File: src/rtl/trkc_pkg.sv
// Shared types and constants of the touch ring keypad classifier.
package trkc_pkg;

  localparam int NUM_PADS  = 4;
  localparam int PAD_W     = 2;
  localparam int RAW_W     = 16;
  localparam int SUM_W     = 20;
  localparam int PCT_W     = 7;
  localparam int LVL_W     = 17;
  localparam int CODE_W    = 4;
  localparam int CFG_IDX_W = 3;

  // Iterative divider geometry.
  localparam int DIV_W  = 24;
  localparam int QUO_W  = 16;
  localparam int STEP_W = 5;
  localparam int P_STEPS = 6;

  // Configuration register indexes.
  localparam logic [CFG_IDX_W-1:0] REG_PAD0_FS = 3'd0;
  localparam logic [CFG_IDX_W-1:0] REG_PAD1_FS = 3'd1;
  localparam logic [CFG_IDX_W-1:0] REG_PAD2_FS = 3'd2;
  localparam logic [CFG_IDX_W-1:0] REG_PAD3_FS = 3'd3;

  // Full scale percentages after reset.
  localparam logic [PCT_W-1:0] PAD0_FS_RESET = 7'd80;
  localparam logic [PCT_W-1:0] PAD1_FS_RESET = 7'd40;
  localparam logic [PCT_W-1:0] PAD2_FS_RESET = 7'd24;
  localparam logic [PCT_W-1:0] PAD3_FS_RESET = 7'd50;

  localparam logic [PCT_W-1:0] PCT_FULL = 7'd100;

  // Levels in Q1.16.
  localparam logic [LVL_W-1:0] LVL_ONE       = 17'd65536;
  localparam logic [LVL_W-1:0] MIDDLE_THRESH = 17'd3277;
  localparam logic [LVL_W-1:0] DIAG_THRESH   = 17'd6554;
  localparam logic [LVL_W-1:0] SINGLE_THRESH = 17'd32768;

  // Key codes.
  localparam logic [CODE_W-1:0] KEY_NONE   = 4'd0;
  localparam logic [CODE_W-1:0] KEY_DIAG0  = 4'd2;
  localparam logic [CODE_W-1:0] KEY_DIAG1  = 4'd4;
  localparam logic [CODE_W-1:0] KEY_DIAG2  = 4'd6;
  localparam logic [CODE_W-1:0] KEY_DIAG3  = 4'd8;
  localparam logic [CODE_W-1:0] KEY_MIDDLE = 4'd9;

  localparam int MID_DEPTH = 2;
  localparam int OUT_DEPTH = 2;

  typedef logic [NUM_PADS-1:0][RAW_W-1:0] raw_vec_t;

  typedef struct packed {
    logic [NUM_PADS-1:0][SUM_W-1:0] sum;
    logic [NUM_PADS-1:0][PCT_W-1:0] fp;
  } setup_t;

  typedef struct packed {
    logic              start;
    logic [DIV_W-1:0]  dividend;
    logic [QUO_W-1:0]  divisor;
    logic [STEP_W-1:0] steps;
  } div_req_t;

  typedef struct packed {
    logic             busy;
    logic             done;
    logic [QUO_W-1:0] quotient;
  } div_rsp_t;

endpackage

File: src/rtl/trkc_fifo.sv
// Small first-in first-out queue built from registers.
module trkc_fifo #(
  parameter int WIDTH = 8,
  parameter int DEPTH = 2
) (
  input  logic             clk,
  input  logic             rst_n,
  input  logic             push,
  input  logic [WIDTH-1:0] wdata,
  output logic             full,
  input  logic             pop,
  output logic [WIDTH-1:0] rdata,
  output logic             empty
);

  localparam int PTR_W = (DEPTH > 1) ? $clog2(DEPTH) : 1;
  localparam int CNT_W = $clog2(DEPTH + 1);

  logic [WIDTH-1:0] mem_r [DEPTH];
  logic [PTR_W-1:0] wr_ptr_r, wr_ptr_nxt;
  logic [PTR_W-1:0] rd_ptr_r, rd_ptr_nxt;
  logic [CNT_W-1:0] cnt_r, cnt_nxt;
  logic             do_push;
  logic             do_pop;

  assign full    = (cnt_r == CNT_W'(DEPTH));
  assign empty   = (cnt_r == '0);
  assign do_push = push && !full;
  assign do_pop  = pop && !empty;
  assign rdata   = mem_r[rd_ptr_r];

  always_comb begin
    wr_ptr_nxt = wr_ptr_r;
    rd_ptr_nxt = rd_ptr_r;
    cnt_nxt    = cnt_r;
    if (do_push) begin
      wr_ptr_nxt = (wr_ptr_r == PTR_W'(DEPTH - 1)) ? '0 : wr_ptr_r + 1'b1;
    end
    if (do_pop) begin
      rd_ptr_nxt = (rd_ptr_r == PTR_W'(DEPTH - 1)) ? '0 : rd_ptr_r + 1'b1;
    end
    if (do_push && !do_pop) begin
      cnt_nxt = cnt_r + 1'b1;
    end else if (do_pop && !do_push) begin
      cnt_nxt = cnt_r - 1'b1;
    end
  end

  always_ff @(posedge clk) begin
    if (!rst_n) begin
      wr_ptr_r <= '0;
      rd_ptr_r <= '0;
      cnt_r    <= '0;
    end else begin
      wr_ptr_r <= wr_ptr_nxt;
      rd_ptr_r <= rd_ptr_nxt;
      cnt_r    <= cnt_nxt;
    end
  end

  always_ff @(posedge clk) begin
    if (do_push) begin
      mem_r[wr_ptr_r] <= wdata;
    end
  end

endmodule

File: src/rtl/trkc_front.sv
// Front end: accepts samples, keeps the configuration and the calibration sums.
module trkc_front #(
  parameter int CAL_SAMPLES = 10
) (
  input  logic                               clk,
  input  logic                               rst_n,
  input  logic                               in_push,
  output logic                               in_full,
  input  trkc_pkg::raw_vec_t                 in_raw,
  input  logic                               cfg_we,
  input  logic [trkc_pkg::CFG_IDX_W-1:0]     cfg_index,
  input  logic [trkc_pkg::PCT_W-1:0]         cfg_wdata,
  output logic                               mid_push,
  output trkc_pkg::raw_vec_t                 mid_wdata,
  input  logic                               mid_full,
  output trkc_pkg::setup_t                   setup
);

  localparam int CNT_W = $clog2(CAL_SAMPLES + 1);

  logic [CNT_W-1:0] cal_cnt_r, cal_cnt_nxt;
  logic [trkc_pkg::NUM_PADS-1:0][trkc_pkg::SUM_W-1:0] sum_r, sum_nxt;
  logic [trkc_pkg::NUM_PADS-1:0][trkc_pkg::PCT_W-1:0] fp_r, fp_nxt;
  logic accept;
  logic cal_done;

  assign in_full   = mid_full;
  assign accept    = in_push && !mid_full;
  assign cal_done  = (cal_cnt_r == CNT_W'(CAL_SAMPLES));
  assign mid_push  = accept && cal_done;
  assign mid_wdata = in_raw;
  assign setup.sum = sum_r;
  assign setup.fp  = fp_r;

  always_comb begin
    cal_cnt_nxt = cal_cnt_r;
    sum_nxt     = sum_r;
    fp_nxt      = fp_r;
    if (accept && !cal_done) begin
      for (int i = 0; i < trkc_pkg::NUM_PADS; i++) begin
        sum_nxt[i] = sum_r[i] + trkc_pkg::SUM_W'(in_raw[i]);
      end
      cal_cnt_nxt = cal_cnt_r + 1'b1;
    end
    if (cfg_we) begin
      case (cfg_index)
        trkc_pkg::REG_PAD0_FS: fp_nxt[0] = cfg_wdata;
        trkc_pkg::REG_PAD1_FS: fp_nxt[1] = cfg_wdata;
        trkc_pkg::REG_PAD2_FS: fp_nxt[2] = cfg_wdata;
        trkc_pkg::REG_PAD3_FS: fp_nxt[3] = cfg_wdata;
        default: ;
      endcase
    end
  end

  always_ff @(posedge clk) begin
    if (!rst_n) begin
      cal_cnt_r <= '0;
      sum_r     <= '0;
      fp_r[0]   <= trkc_pkg::PAD0_FS_RESET;
      fp_r[1]   <= trkc_pkg::PAD1_FS_RESET;
      fp_r[2]   <= trkc_pkg::PAD2_FS_RESET;
      fp_r[3]   <= trkc_pkg::PAD3_FS_RESET;
    end else begin
      cal_cnt_r <= cal_cnt_nxt;
      sum_r     <= sum_nxt;
      fp_r      <= fp_nxt;
    end
  end

  a_cal_cnt_bounded: assert property (@(posedge clk) disable iff (!rst_n)
    cal_cnt_r <= CNT_W'(CAL_SAMPLES))
    else $error("calibration count ran past its limit");

  a_no_classify_while_calibrating: assert property (@(posedge clk) disable iff (!rst_n)
    !cal_done |=> ($past(accept) ? 1'b1 : $stable(sum_r)))
    else $error("calibration sums changed without an accepted sample");

endmodule

File: src/rtl/trkc_div.sv
// Shared restoring divider, one quotient bit per cycle.
module trkc_div (
  input  logic               clk,
  input  logic               rst_n,
  input  trkc_pkg::div_req_t req,
  output trkc_pkg::div_rsp_t rsp
);

  // The caller guarantees dividend < divisor << steps, so steps quotient bits suffice
  // and the shifted divisor fits the remainder width.
  logic [trkc_pkg::DIV_W-1:0]  rem_r, rem_nxt;
  logic [trkc_pkg::DIV_W-1:0]  dsh_r, dsh_nxt;
  logic [trkc_pkg::QUO_W-1:0]  quo_r, quo_nxt;
  logic [trkc_pkg::STEP_W-1:0] cnt_r, cnt_nxt;
  logic                        busy_r, busy_nxt;
  logic                        done_r, done_nxt;
  logic                        bit_set;

  assign rsp.busy     = busy_r;
  assign rsp.done     = done_r;
  assign rsp.quotient = quo_r;

  always_comb begin
    rem_nxt  = rem_r;
    dsh_nxt  = dsh_r;
    quo_nxt  = quo_r;
    cnt_nxt  = cnt_r;
    busy_nxt = busy_r;
    done_nxt = 1'b0;
    bit_set  = (rem_r >= dsh_r);
    if (req.start) begin
      rem_nxt  = req.dividend;
      dsh_nxt  = trkc_pkg::DIV_W'(req.divisor) << (req.steps - 1'b1);
      quo_nxt  = '0;
      cnt_nxt  = req.steps;
      busy_nxt = 1'b1;
    end else if (busy_r) begin
      if (bit_set) begin
        rem_nxt = rem_r - dsh_r;
      end
      quo_nxt = {quo_r[trkc_pkg::QUO_W-2:0], bit_set};
      dsh_nxt = dsh_r >> 1;
      cnt_nxt = cnt_r - 1'b1;
      if (cnt_r == trkc_pkg::STEP_W'(1)) begin
        busy_nxt = 1'b0;
        done_nxt = 1'b1;
      end
    end
  end

  always_ff @(posedge clk) begin
    if (!rst_n) begin
      cnt_r  <= '0;
      busy_r <= 1'b0;
      done_r <= 1'b0;
    end else begin
      cnt_r  <= cnt_nxt;
      busy_r <= busy_nxt;
      done_r <= done_nxt;
    end
  end

  always_ff @(posedge clk) begin
    rem_r <= rem_nxt;
    dsh_r <= dsh_nxt;
    quo_r <= quo_nxt;
  end

endmodule

File: src/rtl/trkc_back.sv
// Back end: per-pad level computation through the shared divider, then key classification.
module trkc_back #(
  parameter int CAL_SAMPLES = 10
) (
  input  logic                         clk,
  input  logic                         rst_n,
  input  trkc_pkg::setup_t             setup,
  input  logic                         mid_empty,
  input  trkc_pkg::raw_vec_t           mid_rdata,
  output logic                         mid_pop,
  output trkc_pkg::div_req_t           div_req,
  input  trkc_pkg::div_rsp_t           div_rsp,
  input  logic                         out_full,
  output logic                         out_push,
  output logic [trkc_pkg::CODE_W-1:0]  out_code
);

  localparam logic [2:0] ST_IDLE   = 3'd0;
  localparam logic [2:0] ST_BASE   = 3'd1;
  localparam logic [2:0] ST_PAD    = 3'd3;
  localparam logic [2:0] ST_PDIV   = 3'd4;
  localparam logic [2:0] ST_QCHK   = 3'd5;
  localparam logic [2:0] ST_LDIV   = 3'd6;
  localparam logic [2:0] ST_OUT    = 3'd7;

  // The baseline is the calibration sum times a rounded-up reciprocal of CAL_SAMPLES.
  // The extra fraction bits keep the product exact for every sum that fits SUM_W bits.
  localparam int RECIP_SHIFT = trkc_pkg::SUM_W + $clog2(CAL_SAMPLES);
  localparam int RECIP_W     = RECIP_SHIFT + 1;
  localparam int PROD_W      = trkc_pkg::SUM_W + RECIP_W;
  localparam logic [RECIP_W-1:0] RECIP =
    RECIP_W'(((64'd1 << RECIP_SHIFT) + 64'(CAL_SAMPLES) - 64'd1) / 64'(CAL_SAMPLES));

  logic [2:0]                    state_r, state_nxt;
  logic [trkc_pkg::PAD_W-1:0]    pad_r, pad_nxt;
  logic                          base_ok_r, base_ok_nxt;
  logic [trkc_pkg::NUM_PADS-1:0][trkc_pkg::RAW_W-1:0] base_r, base_nxt;
  trkc_pkg::raw_vec_t            raw_r, raw_nxt;
  logic [trkc_pkg::NUM_PADS-1:0][trkc_pkg::LVL_W-1:0] lvl_r, lvl_nxt;
  logic [trkc_pkg::PCT_W-1:0]    q_r, q_nxt;

  logic [trkc_pkg::RAW_W-1:0]    base_cur;
  logic [trkc_pkg::RAW_W-1:0]    raw_cur;
  logic [trkc_pkg::RAW_W-1:0]    drop_cur;
  logic [trkc_pkg::PCT_W-1:0]    fp_cur;
  logic [PROD_W-1:0]             base_prod;
  logic [trkc_pkg::RAW_W-1:0]    base_div;
  logic                          last_pad;
  logic                          advance;

  logic [trkc_pkg::NUM_PADS-1:0] over_mid;
  logic [trkc_pkg::NUM_PADS-1:0] over_diag;
  logic [trkc_pkg::PAD_W-1:0]    best;
  logic [2:0]                    n_diag;

  assign base_cur  = base_r[pad_r];
  assign raw_cur   = raw_r[pad_r];
  assign drop_cur  = (base_cur > raw_cur) ? (base_cur - raw_cur) : '0;
  assign fp_cur    = setup.fp[pad_r];
  assign last_pad  = (pad_r == trkc_pkg::PAD_W'(trkc_pkg::NUM_PADS - 1));
  assign base_prod = PROD_W'(setup.sum[pad_r]) * PROD_W'(RECIP);
  assign base_div  = base_prod[RECIP_SHIFT +: trkc_pkg::RAW_W];

  // Classification of the four registered levels.
  always_comb begin
    best = '0;
    for (int i = 0; i < trkc_pkg::NUM_PADS; i++) begin
      over_mid[i]  = (lvl_r[i] > trkc_pkg::MIDDLE_THRESH);
      over_diag[i] = (lvl_r[i] > trkc_pkg::DIAG_THRESH);
    end
    n_diag = 3'($countones(over_diag));
    for (int i = 1; i < trkc_pkg::NUM_PADS; i++) begin
      if (lvl_r[i] > lvl_r[best]) begin
        best = trkc_pkg::PAD_W'(i);
      end
    end
    if (&over_mid) begin
      out_code = trkc_pkg::KEY_MIDDLE;
    end else if (n_diag == 3'd2) begin
      // Pad 0 only leads a diagonal when pad 3 is not its partner.
      if (over_diag[0] && !over_diag[3]) begin
        out_code = trkc_pkg::KEY_DIAG0;
      end else if (over_diag[1]) begin
        out_code = trkc_pkg::KEY_DIAG1;
      end else if (over_diag[2]) begin
        out_code = trkc_pkg::KEY_DIAG2;
      end else begin
        out_code = trkc_pkg::KEY_DIAG3;
      end
    end else if (lvl_r[best] < trkc_pkg::SINGLE_THRESH) begin
      out_code = trkc_pkg::KEY_NONE;
    end else begin
      out_code = {1'b0, best, 1'b1};
    end
  end

  always_comb begin
    state_nxt   = state_r;
    pad_nxt     = pad_r;
    base_ok_nxt = base_ok_r;
    base_nxt    = base_r;
    raw_nxt     = raw_r;
    lvl_nxt     = lvl_r;
    q_nxt       = q_r;
    mid_pop     = 1'b0;
    out_push    = 1'b0;
    div_req     = '0;
    advance     = 1'b0;
    case (state_r)
      ST_IDLE: begin
        if (!mid_empty) begin
          mid_pop   = 1'b1;
          raw_nxt   = mid_rdata;
          pad_nxt   = '0;
          state_nxt = base_ok_r ? ST_PAD : ST_BASE;
        end
      end
      ST_BASE: begin
        base_nxt[pad_r] = base_div;
        if (last_pad) begin
          base_ok_nxt = 1'b1;
          pad_nxt     = '0;
          state_nxt   = ST_PAD;
        end else begin
          pad_nxt = pad_r + 1'b1;
        end
      end
      ST_PAD: begin
        if (drop_cur == '0) begin
          lvl_nxt[pad_r] = '0;
          advance        = 1'b1;
        end else if ({drop_cur, 1'b0} >= {1'b0, base_cur}) begin
          // A drop of half the baseline or more saturates the percentage.
          q_nxt     = trkc_pkg::PCT_FULL;
          state_nxt = ST_QCHK;
        end else begin
          div_req.start    = 1'b1;
          div_req.dividend = trkc_pkg::DIV_W'(drop_cur) *
                             trkc_pkg::DIV_W'(trkc_pkg::PCT_FULL);
          div_req.divisor  = base_cur;
          div_req.steps    = trkc_pkg::STEP_W'(trkc_pkg::P_STEPS);
          state_nxt        = ST_PDIV;
        end
      end
      ST_PDIV: begin
        if (div_rsp.done) begin
          q_nxt     = {div_rsp.quotient[trkc_pkg::P_STEPS-1:0], 1'b0};
          state_nxt = ST_QCHK;
        end
      end
      ST_QCHK: begin
        if (q_r == '0) begin
          lvl_nxt[pad_r] = '0;
          advance        = 1'b1;
        end else if (q_r >= fp_cur) begin
          lvl_nxt[pad_r] = trkc_pkg::LVL_ONE;
          advance        = 1'b1;
        end else begin
          div_req.start    = 1'b1;
          div_req.dividend = trkc_pkg::DIV_W'({q_r, 16'b0});
          div_req.divisor  = trkc_pkg::QUO_W'(fp_cur);
          div_req.steps    = trkc_pkg::STEP_W'(trkc_pkg::QUO_W);
          state_nxt        = ST_LDIV;
        end
      end
      ST_LDIV: begin
        if (div_rsp.done) begin
          lvl_nxt[pad_r] = trkc_pkg::LVL_W'(div_rsp.quotient);
          advance        = 1'b1;
        end
      end
      ST_OUT: begin
        if (!out_full) begin
          out_push  = 1'b1;
          state_nxt = ST_IDLE;
        end
      end
      default: begin
        state_nxt = ST_IDLE;
      end
    endcase
    if (advance) begin
      if (last_pad) begin
        state_nxt = ST_OUT;
      end else begin
        pad_nxt   = pad_r + 1'b1;
        state_nxt = ST_PAD;
      end
    end
  end

  always_ff @(posedge clk) begin
    if (!rst_n) begin
      state_r   <= ST_IDLE;
      pad_r     <= '0;
      base_ok_r <= 1'b0;
    end else begin
      state_r   <= state_nxt;
      pad_r     <= pad_nxt;
      base_ok_r <= base_ok_nxt;
    end
  end

  always_ff @(posedge clk) begin
    base_r <= base_nxt;
    raw_r  <= raw_nxt;
    lvl_r  <= lvl_nxt;
    q_r    <= q_nxt;
  end

  a_div_start_when_free: assert property (@(posedge clk) disable iff (!rst_n)
    div_req.start |-> !div_rsp.busy)
    else $error("divider started while still busy");

  a_div_done_awaited: assert property (@(posedge clk) disable iff (!rst_n)
    div_rsp.done |-> (state_r == ST_PDIV || state_r == ST_LDIV))
    else $error("divider finished while nobody was waiting for it");

  a_pad_after_baseline: assert property (@(posedge clk) disable iff (!rst_n)
    (state_r == ST_PAD || state_r == ST_QCHK) |-> base_ok_r)
    else $error("pad level worked out before the baselines were known");

endmodule

File: src/rtl/touch_ring_keypad_classifier.sv
// A classified sample reaches the result queue once every pad has been worked out, a touched
// pad needing up to two runs of the single shared iterative divider; the first sample also
// waits while the baselines are derived, one pad at a time.
// Throughput: one calibration sample per cycle, then classified samples one at a time, the
// next taken only when the last is queued; two-entry queues decouple both sides.
// Reset (synchronous, rst_n low) clears sums and count, sets full scales to 80/40/24/50 %.
module touch_ring_keypad_classifier #(
  parameter int CAL_SAMPLES = 10
) (
  input  logic                              clk,
  input  logic                              rst_n,
  input  logic                              in_push,
  output logic                              in_full,
  input  logic [trkc_pkg::RAW_W-1:0]        in_pad0_raw,
  input  logic [trkc_pkg::RAW_W-1:0]        in_pad1_raw,
  input  logic [trkc_pkg::RAW_W-1:0]        in_pad2_raw,
  input  logic [trkc_pkg::RAW_W-1:0]        in_pad3_raw,
  output logic                              out_empty,
  input  logic                              out_pop,
  output logic [trkc_pkg::CODE_W-1:0]       out_key_code,
  input  logic                              cfg_we,
  input  logic [trkc_pkg::CFG_IDX_W-1:0]    cfg_index,
  input  logic [trkc_pkg::PCT_W-1:0]        cfg_wdata
);

  // The front end takes every transaction; during calibration it folds the readings
  // into the per-pad sums, afterwards it hands the sample to the level engine queue.
  trkc_pkg::raw_vec_t                in_raw;
  trkc_pkg::raw_vec_t                mid_wdata;
  trkc_pkg::raw_vec_t                mid_rdata;
  trkc_pkg::setup_t                  setup;
  trkc_pkg::div_req_t                div_req;
  trkc_pkg::div_rsp_t                div_rsp;
  logic                              mid_push;
  logic                              mid_full;
  logic                              mid_pop;
  logic                              mid_empty;
  logic                              out_push;
  logic                              out_full;
  logic [trkc_pkg::CODE_W-1:0]       out_code;

  assign in_raw[0] = in_pad0_raw;
  assign in_raw[1] = in_pad1_raw;
  assign in_raw[2] = in_pad2_raw;
  assign in_raw[3] = in_pad3_raw;

  trkc_front #(
    .CAL_SAMPLES (CAL_SAMPLES)
  ) u_front (
    .clk       (clk),
    .rst_n     (rst_n),
    .in_push   (in_push),
    .in_full   (in_full),
    .in_raw    (in_raw),
    .cfg_we    (cfg_we),
    .cfg_index (cfg_index),
    .cfg_wdata (cfg_wdata),
    .mid_push  (mid_push),
    .mid_wdata (mid_wdata),
    .mid_full  (mid_full),
    .setup     (setup)
  );

  // Queue of samples waiting for the level engine.
  trkc_fifo #(
    .WIDTH (trkc_pkg::NUM_PADS * trkc_pkg::RAW_W),
    .DEPTH (trkc_pkg::MID_DEPTH)
  ) u_mid_fifo (
    .clk   (clk),
    .rst_n (rst_n),
    .push  (mid_push),
    .wdata (mid_wdata),
    .full  (mid_full),
    .pop   (mid_pop),
    .rdata (mid_rdata),
    .empty (mid_empty)
  );

  // The level engine derives the baselines once by a reciprocal multiplication, then
  // each pad's drop percentage and Q1.16 level, sharing one divider for the last two.
  trkc_back #(
    .CAL_SAMPLES (CAL_SAMPLES)
  ) u_back (
    .clk       (clk),
    .rst_n     (rst_n),
    .setup     (setup),
    .mid_empty (mid_empty),
    .mid_rdata (mid_rdata),
    .mid_pop   (mid_pop),
    .div_req   (div_req),
    .div_rsp   (div_rsp),
    .out_full  (out_full),
    .out_push  (out_push),
    .out_code  (out_code)
  );

  trkc_div u_div (
    .clk   (clk),
    .rst_n (rst_n),
    .req   (div_req),
    .rsp   (div_rsp)
  );

  // Result queue: the oldest key code sits on out_key_code while out_empty is low.
  trkc_fifo #(
    .WIDTH (trkc_pkg::CODE_W),
    .DEPTH (trkc_pkg::OUT_DEPTH)
  ) u_out_fifo (
    .clk   (clk),
    .rst_n (rst_n),
    .push  (out_push),
    .wdata (out_code),
    .full  (out_full),
    .pop   (out_pop),
    .rdata (out_key_code),
    .empty (out_empty)
  );

endmodule

File: config.mk
export PLATFORM = sky130hd
export DESIGN_NAME = touch_ring_keypad_classifier
export DESIGN_NICKNAME = d
export VERILOG_FILES = /design/src/rtl/trkc_pkg.sv /design/src/rtl/trkc_fifo.sv /design/src/rtl/trkc_front.sv /design/src/rtl/trkc_div.sv /design/src/rtl/trkc_back.sv /design/src/rtl/touch_ring_keypad_classifier.sv
export SDC_FILE = /design/constraint.sdc
export NUM_CORES = 2
export LEC_CHECK = 0
export ABC_CLOCK_PERIOD_IN_PS = 18200
export BUFFER_PORTS_ARGS = -buffer_cell sky130_fd_sc_hd__buf_2
export CORE_MARGIN = 2
export CORE_UTILIZATION = 65
export CTS_CLUSTER_DIAMETER = 200
export CTS_CLUSTER_SIZE = 12
export DETAILED_ROUTE_END_ITERATION = 8
export PLACE_DENSITY = 0.82
export SETUP_SLACK_MARGIN = 0.15
export SYNTH_ARGS = -nofsm -noshare
export SYNTH_HDL_FRONTEND = slang
export SYNTH_SLANG_ARGS = --single-unit
File: constraint.sdc
create_clock -name clk -period 18.2 [get_ports clk]
set_clock_uncertainty 0.05 [all_clocks]
set_input_delay 1.82 -clock clk [delete_from_list [all_inputs] [get_ports clk]]
set_output_delay 1.82 -clock clk [all_outputs]
set_load 0.03 [all_outputs]
==> results by group <==
Yosys
  – Netlist cell types: 81
  – Sequential fraction of the synthesis area: about two fifths
  – Leading cell type by number of instances after synthesis: ha_1
  – Synth top area share: between 30% and 40%
  – Area leader, netlist: edfxtp_1
  – Cells after Synth: 3352
  – Synthesized flop and latch total: 536
  – Post-synth ARST share: 0%
  – Syn Nets: 4030
  – Synth area leaders: edfxtp_1 (31%), ha_1 (15%), fa_1 (8.5%), dfxtp_1 (8.1%), inv_1 (4.3%)
  – Synth warnings: 0
  – Main synth FF type: edfxtp_1
  – Syn Area/Cell: 11.08 um2
  – Syn Std Cell Area: 37150 um2
  – EDFF count, synth: approximately 390
  – Top cells by count, synth: ha_1 (442), inv_1 (422), edfxtp_1 (386), nand2_1 (228), o21ai_0 (177)

Critical path
  – Cell family with most CP delay: compound AO/OA/AOI/OAI gates
  – Max stage delay on crit path: 0.89 ns
  – Buf+Inv Stages, Crit Path: 3
  – FF-to-FF Start: u_back.pad_r[0]
  – Critical path's most frequent cell: ha_1
  – Flop2flop setup slack: 9.70 ns
  – Critical Path Start Type: register
  – Crit-path cells: buf_4, mux4_2, ha_1, and3_1, o211ai_1, o211a_1, a21oi_1, a211oi_1, nor3_2, nand2_1, ha_1, ha_1, inv_1, fa_1, inv_1, ha_1, nor2b_1, o31a_1, o211a_1, a221oi_1, a21oi_1, a31oi_1, xor2_1, o221ai_1
  – Crit path kind: reg2reg
  – Crit end category: register
  – Reg-to-reg endpoint: u_div.rem_r[21]
  – Crit-path slowest cell: nor3_2
  – Req. time, crit path: 18.44 ns
  – R2R cell count: 24
  – Crit-path max FO: 44
  – CP arrival: 8.74 ns

Final layout
  – Fillers: 3975
  – Design Area, Final: 39790 um2
  – Nets: 4088
  – Layout cell share with drive strength beyond 1: 10.52%
  – Area of the multi-input gates: 20620 um2
  – Area Overhead vs Synth: 7.106%
  – Reg area: ~15000 um2

Routing
  – DRT iter0 DRCs: 1827
  – ANT nets after route: 0
  – Final WL: 90650 um
  – Vias/cell: 6.104
  – DRC: 0
  – Initial DRT Pass Iterations: 5
  – Avg WL per Cell: approximately 22 um
  – Vias: ~26000

Die
  – Placement Rows: 87
  – IO Pins: 85
  – Die width: between 200 and 250 um
  – Initial Util: 65.77%
  – Chip height: ~240 um
  – Core box area: 56500 um2
  – Die area: 59090 um2

Status
  – Status: complete, no violations

CTS
  – Worst-Skew Late Latency: 0.63 ns
  – Num Clock Sinks: 536
  – Inserted Clock Buffers: 50
  – Cts repair resizes: 0
  – CTS max path bufs: 3
  – Clock transition at path regs: 0.06 ns
  – H-tree depth: 2
  – Hold buffer count at cts: 0
  – Postcts setup bufs: 0
  – CTS tree: built
  – Clk root buf: clkbuf_16

Hold path
  – Hold path cells: 2
  – Hold Path Origin: u_front.setup[21]
  – Hold endpoint: u_front.setup[21]
  – Hold Path Class: reg2reg

Placed design
  – IO Port Bufs: 84
  – Hpwl dp: 68720 um
  – GP Congestion: just over 0.9
  – Area post-placement: 38290 um2

Timing
  – Worst slew margin: 21.40%
  – Final setup fails: 0
  – Hold Fails Final Rpt: 0
  – RSZ-0062 raised after global routing: no
  – Final Max Tran Viols: 0
  – Setup TNS: 0 ns
  – Worst-margin pin slew: 1.179 ns
  – Fin crit period: between 8 and 9 ns
  – Final Cycle Share: 46.72%
  – Max Clk Rate: 117.6 MHz

Run
  – Max-cap viol count: 0

Global route
  – First-pass GRT wire length: roughly 140000 um
  – Vias in the first global route: between 20000 and 30000
  – Largest net degree at the start of global routing: 96
  – Total GRT Usage: 30.79%
  – GR Overflow Total: 0
  – Initial antenna violation count: 5
[how the worst max path moves through the flow]
stage / slack [ns] / cells after the start / startpoint / end
after floorplan: 9.47 / 2 / in_push / u_mid_fifo.mem_r[0][0]
after global placement: 9.93 / 22 / u_back.pad_r[0] / u_back.base_r[12]
after detailed placement: 9.80 / 26 / u_back.pad_r[0] / u_div.rem_r[21]
after CTS: 9.75 / 24 / u_back.pad_r[0] / u_div.rem_r[21]
after global routing: 9.05 / 26 / u_back.pad_r[0] / u_div.rem_r[21]
final: 9.70 / 24 / u_back.pad_r[0] / u_div.rem_r[21]
[state kept, by name, summed over array words and instances (netlist names), 6 cells and up, named ones only]
name,flops
u_back.raw_r,64
u_mid_fifo.mem_r,128
u_div.rem_r,24
u_div.dsh_r,24
u_back.lvl_r,68
u_back.base_r,64
u_front.setup,108
u_back.q_r,6
u_out_fifo.mem_r,8
u_div.quo_r,16
[area by class of cell]
| type | instances | area share [%] |
|---|---|---|
| inverters | 422 | 3.981 |
| well taps | 756 | 2.377 |
| multi-input cells | 2300 | 51.82 |
| repair buffers | 100 | 1.365 |
| clock buffers | 90 | 3.575 |
| clock inverters | 3 | 0.1761 |
| diodes | 3 | 0.01886 |
| flip-flops and latches | 536 | 36.69 |
[metrics by stage]
stage | setup WS (ns) | hold WS, ns | instances | utilization (%)
after detailed placement | 9.798 | 0.4122 | 4114 | 67.77
after CTS | 9.749 | 0.4211 | 4207 | 70.42
after global placement | 9.927 | 0.3956 | 4114 | 67.77
final | 9.697 | 0.4248 | 4210 | 70.44
after global routing | 9.055 | 0.4394 | 4208 | 70.43
after floorplan | 9.474 | 0.3855 | 3352 | -
[placed cells by master (no fill, tap or decap), types with 83 or more instances in the layout]
cell type / Yosys / layout
mux2_2: 119 / 119
inv_1: 422 / 420
nand2_1: 228 / 228
buf_2: 9 / 83
fa_1: 157 / 157
ha_1: 442 / 442
o21ai_0: 177 / 177
and2_1: 85 / 85
nor2_1: 115 / 114
dfxtp_1: 150 / 147
edfxtp_1: 386 / 386
a21oi_1: 115 / 115
[worst min-delay path, cell delays in order, from the launching register on]
cell	delay, ns
dfxtp_1	0.31
nand2_1	0.05
a21boi_0	0.07
[layer usage]
layer	share of wire, %	track usage (%)
met2	51	55.18
met5	0.024	0
met3	5.1	3.262
met1	40	38.59
met4	3.8	11.17
[cells by family (layout without fill, tap and decap cells)]
kind of cell | count (synthesis) | in the layout | synth area share (%)
flops | 536 | 536 | 39.28
compound gates | 610 | 610 | 10.63
fa+ha+maj | 599 | 599 | 23.34
simple gates | 730 | 730 | 9.769
xor+xnor | 129 | 129 | 3.041
mux | 231 | 231 | 8.611
buf+inv | 516 | 615 | 5.317
other cells | 1 | 4 | 0.01009
Power is left out: the tool's default activity adds up to more than one toggle a clock period on the data nets, which glitch-free logic cannot reach.
